`src/hw/rtl/lcmt_pkg.sv`:
```
// ----------------------------------------------------------------------------
// lcmt_pkg: shared types and constants of the line minimum tree
// Word widths, node entry layout, opcodes, register indexes and sequencer states.
// ----------------------------------------------------------------------------
`timescale 1ns / 1ps
`default_nettype none
package lcmt_pkg;

	// default tree size exponent
	localparam int LOG_SIZE_DEF = 10;

	// stored line widths keep one extra bit so that a negated line is exact
	localparam int SLOPE_W = 33;
	localparam int ICPT_W  = 49;
	localparam int X_W     = 33;
	localparam int VAL_W   = 64;

	localparam logic signed [VAL_W-1:0] SENTINEL = {1'b0, {(VAL_W-1){1'b1}}};

	// opcodes
	localparam logic OP_INSERT = 1'b0;
	localparam logic OP_QUERY  = 1'b1;

	// register indexes
	localparam logic REG_BASE = 1'b0;
	localparam logic REG_MAX  = 1'b1;

	// one tree node in memory
	typedef struct packed {
		logic                      valid;
		logic signed [SLOPE_W-1:0] k;
		logic signed [ICPT_W-1:0]  b;
	} node_t;

	typedef enum logic [3:0] {
		ST_CLEAR,
		ST_IDLE,
		ST_I_RD,
		ST_I_E0,
		ST_I_E1,
		ST_I_E2,
		ST_I_E3,
		ST_I_DEC,
		ST_Q_RD,
		ST_Q_MUL,
		ST_Q_CMP,
		ST_Q_DONE
	} state_t;

endpackage
`default_nettype wire

```
`src/hw/rtl/lcmt_eval.sv`:
```
// ----------------------------------------------------------------------------
// lcmt_eval: shared line evaluation unit
// Computes k*x+b with one signed multiplier and a registered result.
// ----------------------------------------------------------------------------
`timescale 1ns / 1ps
`default_nettype none
module lcmt_eval (
	input  wire logic                                clk,
	input  wire logic                                en,
	input  wire logic signed [lcmt_pkg::SLOPE_W-1:0] k,
	input  wire logic signed [lcmt_pkg::X_W-1:0]     x,
	input  wire logic signed [lcmt_pkg::ICPT_W-1:0]  b,
	output logic signed [lcmt_pkg::VAL_W-1:0]        res
);
	localparam int PW = lcmt_pkg::SLOPE_W + lcmt_pkg::X_W;

	logic signed [PW-1:0] prod;
	logic signed [PW-1:0] sum;

	// multiply and add intercept
	assign prod = k * x;
	assign sum  = prod + PW'(b);

	// result register
	always_ff @(posedge clk) begin
		if (en) res <= sum[lcmt_pkg::VAL_W-1:0];
	end
endmodule
`default_nettype wire

```
`config.mk`:
```
export PLATFORM = sky130hd
export DESIGN_NAME = lcmt_eval
export DESIGN_NICKNAME = d
export VERILOG_FILES = /design/src/hw/rtl/lcmt_pkg.sv /design/src/hw/rtl/lcmt_eval.sv
export SDC_FILE = /design/constraint.sdc
export NUM_CORES = 2
export LEC_CHECK = 0
export BUFFER_PORTS_ARGS = -buffer_cell sky130_fd_sc_hd__buf_2
export CAP_MARGIN = 20
export CORE_ASPECT_RATIO = 0.9
export CORE_MARGIN = 5
export CORE_UTILIZATION = 30
export CTS_CLUSTER_SIZE = 16
export DETAILED_ROUTE_END_ITERATION = 7
export GPL_TIMING_DRIVEN = 0
export PLACE_DENSITY = 0.45
export REMOVE_ABC_BUFFERS = 1
export SYNTH_ARGS = -nofsm -noshare
export SYNTH_HDL_FRONTEND = slang
export SYNTH_SLANG_ARGS = --single-unit
```
`constraint.sdc`:
```
create_clock -name clk -period 9.7 [get_ports clk]
set_clock_uncertainty 0.1 [all_clocks]
set_input_delay 0.97 -clock clk [delete_from_list [all_inputs] [get_ports clk]]
set_output_delay 0.97 -clock clk [all_outputs]
set_load 0.01 [all_outputs]
```
# [Word-level counts from Yosys, hierarchy flattened]
# Cells that the tools add are included.
[classes] addsub=1 n_mul=1
[op_table] operator="$add 64x49->64" count=1
[op_table] operator="$mul 33x33->64" count=1
[totals] reg_bits=64 output_inout_bits=64 word_cells=3

# [Depth between registers and ports, before layout]
[logic_depth] depth_word=2 mapped_depth=31 depth_no_buf=29

# [Worst setup path after synthesis]
# No wires, ideal clock.
[synth_path] path_type="input port to flip-flop" from="input port k[32] (netlist name)" to="register res[63] (netlist name) (data pin)" arrival_time_ps=8041 setup_slack_ps=1300 path_stages=23 n_path_buf=1 cell_sequence="clkbuf_1 nand2_1 inv_1 fa_1 fa_1 inv_1 fa_1 fa_1 inv_1 fa_1 fa_1 fa_1 fa_1 ha_1 a21o_1 a21o_1 a21oi_1 o31ai_1 a221oi_1 o21ai_0 a21oi_2 o21ai_1 xnor2_1"
[synth_between] elab_chain_len=2
[synth_lines] element="start: declaration" line_no="lcmt_eval.sv:10" rtl="input wire logic signed [lcmt_pkg::SLOPE_W-1:0] k,"
[synth_lines] element="$mul 33x33->64" line_no="lcmt_eval.sv:21" rtl="assign prod = k * x;"
[synth_lines] element="$add 64x49->64" line_no="lcmt_eval.sv:22" rtl="assign sum = prod + PW'(b);"
[synth_lines] element="net sum[63]" line_no="lcmt_eval.sv:18" rtl="logic signed [PW-1:0] sum;"
[synth_lines] element="end signal: assignment" line_no="lcmt_eval.sv:26" rtl="if (en) res <= sum[lcmt_pkg::VAL_W-1:0];"
[synth_lines] element="end: declaration" line_no="lcmt_eval.sv:13" rtl="output logic signed [lcmt_pkg::VAL_W-1:0] res"
# The timed path passes the listed nets, and every way through them passes these cells.
# A chain may end at the register's enable or synchronous reset.

# [Final worst setup path]
[layout_path] from="input port k[6] (netlist name)" to="register res[63] (netlist name) (data pin)"
# The elaborated chain is that of the path after synthesis.

==> results.yml <==
status:
  status: "completed"
yosys:
  synth_area_um2: 42200
  yosys-top-cells-area: "fa_1 57%, inv_1 11%, and2_1 8.4%, ha_1 6.3%, nand2_1 4.8%"
  synthTopCellsByCount: "1,211 x inv_1, 1,196 x fa_1, 568 x and2_1"
  yosysTopAreaCellShare_pct: 56.7
  async_flop_share_pct: 0
  avgSynthCellArea_um2: 9.54
  seq_area_frac_synth_pct: 4.55
  syn_inst: 4427
  synth_edf_count: 64
  yosysMostFrequentCell: "inv_1"
  synth-warning-count: 0
  synth-seq-cells: 64
  synth_cell_types: 61
  yosysTopAreaCell: "fa_1"
  synthFlopType: "edfxtp_1"
floorplan:
  dieArea_um2: 148000
  start_util_pct: 30.2
  design.core.area_um2: 140000
  dieWidth_um: 406
  rows: 130
  io_pins: 181
  die_height_um: 366
layout:
  nets: 5927
  top_regs: "res x64"
  area_growth_pct: 6.79
  final_cells: 6261
  largest_register_ffs: 64
  regMostFlops: "res"
  fillCellCount: 14700
  drive_above_1_share_pct: 5.04
routing:
  ant_nets: 0
  drcViolationCount: 0
  post_drt_wl_per_cell_um: 20.5
  wirelength_um: 128000
  vias: 28600
  drtPass1Iterations: 5
  routed_via_density: 4.57
  initialDrtViolationCount: 1495
setup_path:
  crit_family: "adder cells"
  worstPathRequired_ns: 9.71
  critPathBufInv: 5
  worst_setup_path_start_kind: "primary input"
  slowest_delay_ns: 0.82
  worstSetupPathType: "primary input to register"
  crit_fanout: 33
  crit_path_end_kind: "register"
  crit_top_cell: "fa_1"
  cp.arrival_ns: 9.36
  crit_path_top_delay_cell: "buf_2"
global_route:
  grt_pass1_vias: 32200
  grt_max_degree: 54
  antenna_found_initial: 14
  grt_pass1_wl_um: 202000
  grt_util_all_layers_pct: 18.0
  gr-total-overflow: 0
sta:
  drv_slew: 0
  finalCritPeriodShare_pct: 96.3
  fmax_mhz: 107
  worst_slew_pin_slew_ns: 1.14
  rsz0062_at_grt: "false"
  report.final.hold_viol_count: 0
  setup_viol: 0
  holdWs_ns: 0.758
  relSlewSlack_pct: 24.3
  setup_ws_ns: 0.356
  setup_tns_ns: 0
  post-route-min-period_ns: 9.34
clocking:
  h-tree-depth: 3
  cts_buffers: 9
  cts.sinks: 64
  clkTransAtPathRegs_ns: 0.10
  cts_hold_buffers: 0
  cts_tree: "built"
  clockRootBuffer: "clkbuf_16"
  clockBufferDepth: 2
place:
  pre_cts_ws_ns: -0.543
  dpl.hpwl_um: 97800
  dp_cells: 6239
  io_buffer_count: 180
  gp_congestion: 0.817
job:
  drv_cap: 0
hold_path:
  worstHoldPathType: "primary input to register"
[worst paths after layout]
kind | from | to | slack, ns | cells past startpoint
worst min-delay path | b[0] | res[0] | 0.76 | 2
worst max-delay path | k[6] | res[63] | 0.36 | 25
[cell families (layout without fill, tap and decap cells)]
logic type / after synthesis / in the layout / share of synthesized area (%)
DFF: 64 / 64 / 4.55
AOI/OAI and AO/OA: 224 / 224 / 3.51
other: 0 / 6 / 0
adders and majority gates: 1408 / 1408 / 63.0
xor gates and xnor gates: 79 / 79 / 1.64
buffers and inverters: 1429 / 1409 / 12.7
and+or+nand+nor: 1223 / 1223 / 14.6
[per-layer routing]
layer | global-route usage [%] | up-vias | wire, um
li1 | - | 12500 | -
met1 | 25.8 | 15400 | 59000
met2 | 30.0 | 636 | 61800
met3 | 1.76 | 102 | 5320
met4 | 2.88 | 4 | 1930
met5 | 0 | - | 21
[cell type report]
type	count	area, um^2	share of cell area [%]
Clock inverter	7	103	0.227
Multi-Input combinational cell	2934	35000	77.5
Timing Repair Buffer	182	1020	2.27
Clock buffer	9	225	0.499
Antenna cell	6	15.0	0.0333
Inverter	1211	4550	10.1
Sequential cell	64	1920	4.26
Tap cell	1848	2310	5.13
[metrics by stage]
step / utilization [%] / area, um^2
floorplan: - / 41400
global placement: 31.9 / 44600
detailed placement: 32.0 / 44700
CTS: 32.2 / 45000
global route: 32.3 / 45100
finish: 32.3 / 45100
[cells in the final DEF (no fill, tap or decap), drive strengths merged, types with 2 or more instances in the layout]
| cell type | synthesis | layout |
|---|---|---|
| a2111oi | 4 | 4 |
| a211o | 2 | 2 |
| a211oi | 9 | 9 |
| a21boi | 6 | 6 |
| a21o | 30 | 30 |
| a21oi | 82 | 82 |
| a31oi | 7 | 7 |
| and2 | 569 | 569 |
| and3 | 5 | 5 |
| buf | 7 | 156 |
| bufinv | 0 | 2 |
| clkbuf | 211 | 35 |
| clkinv | 0 | 3 |
| diode | 0 | 6 |
| edfxtp | 64 | 64 |
| fa | 1196 | 1196 |
| ha | 212 | 212 |
| inv | 1211 | 1212 |
| nand2 | 537 | 537 |
| nand2b | 14 | 14 |
| nand3 | 14 | 14 |
| nand4 | 9 | 9 |
| nor2 | 52 | 52 |
| nor2b | 2 | 2 |
| nor3 | 9 | 9 |
| nor4 | 3 | 3 |
| o211ai | 5 | 5 |
| o21a | 9 | 9 |
| o21ai | 41 | 41 |
| o21bai | 12 | 12 |
| o311ai | 2 | 2 |
| o31ai | 5 | 5 |
| or2 | 3 | 3 |
| or3 | 4 | 4 |
| xnor2 | 60 | 60 |
| xor2 | 19 | 19 |
[what timing repair did]
action                                  in CTS  in global routing
endpoints found under the setup margin       4                  8
buffers inserted                             0                  0
gates resized for setup                      1                 29
pin swaps                                    0                  0
Power is not shown: default switching activity piles up to over one toggle a cycle in this logic, so the estimate is an artifact.
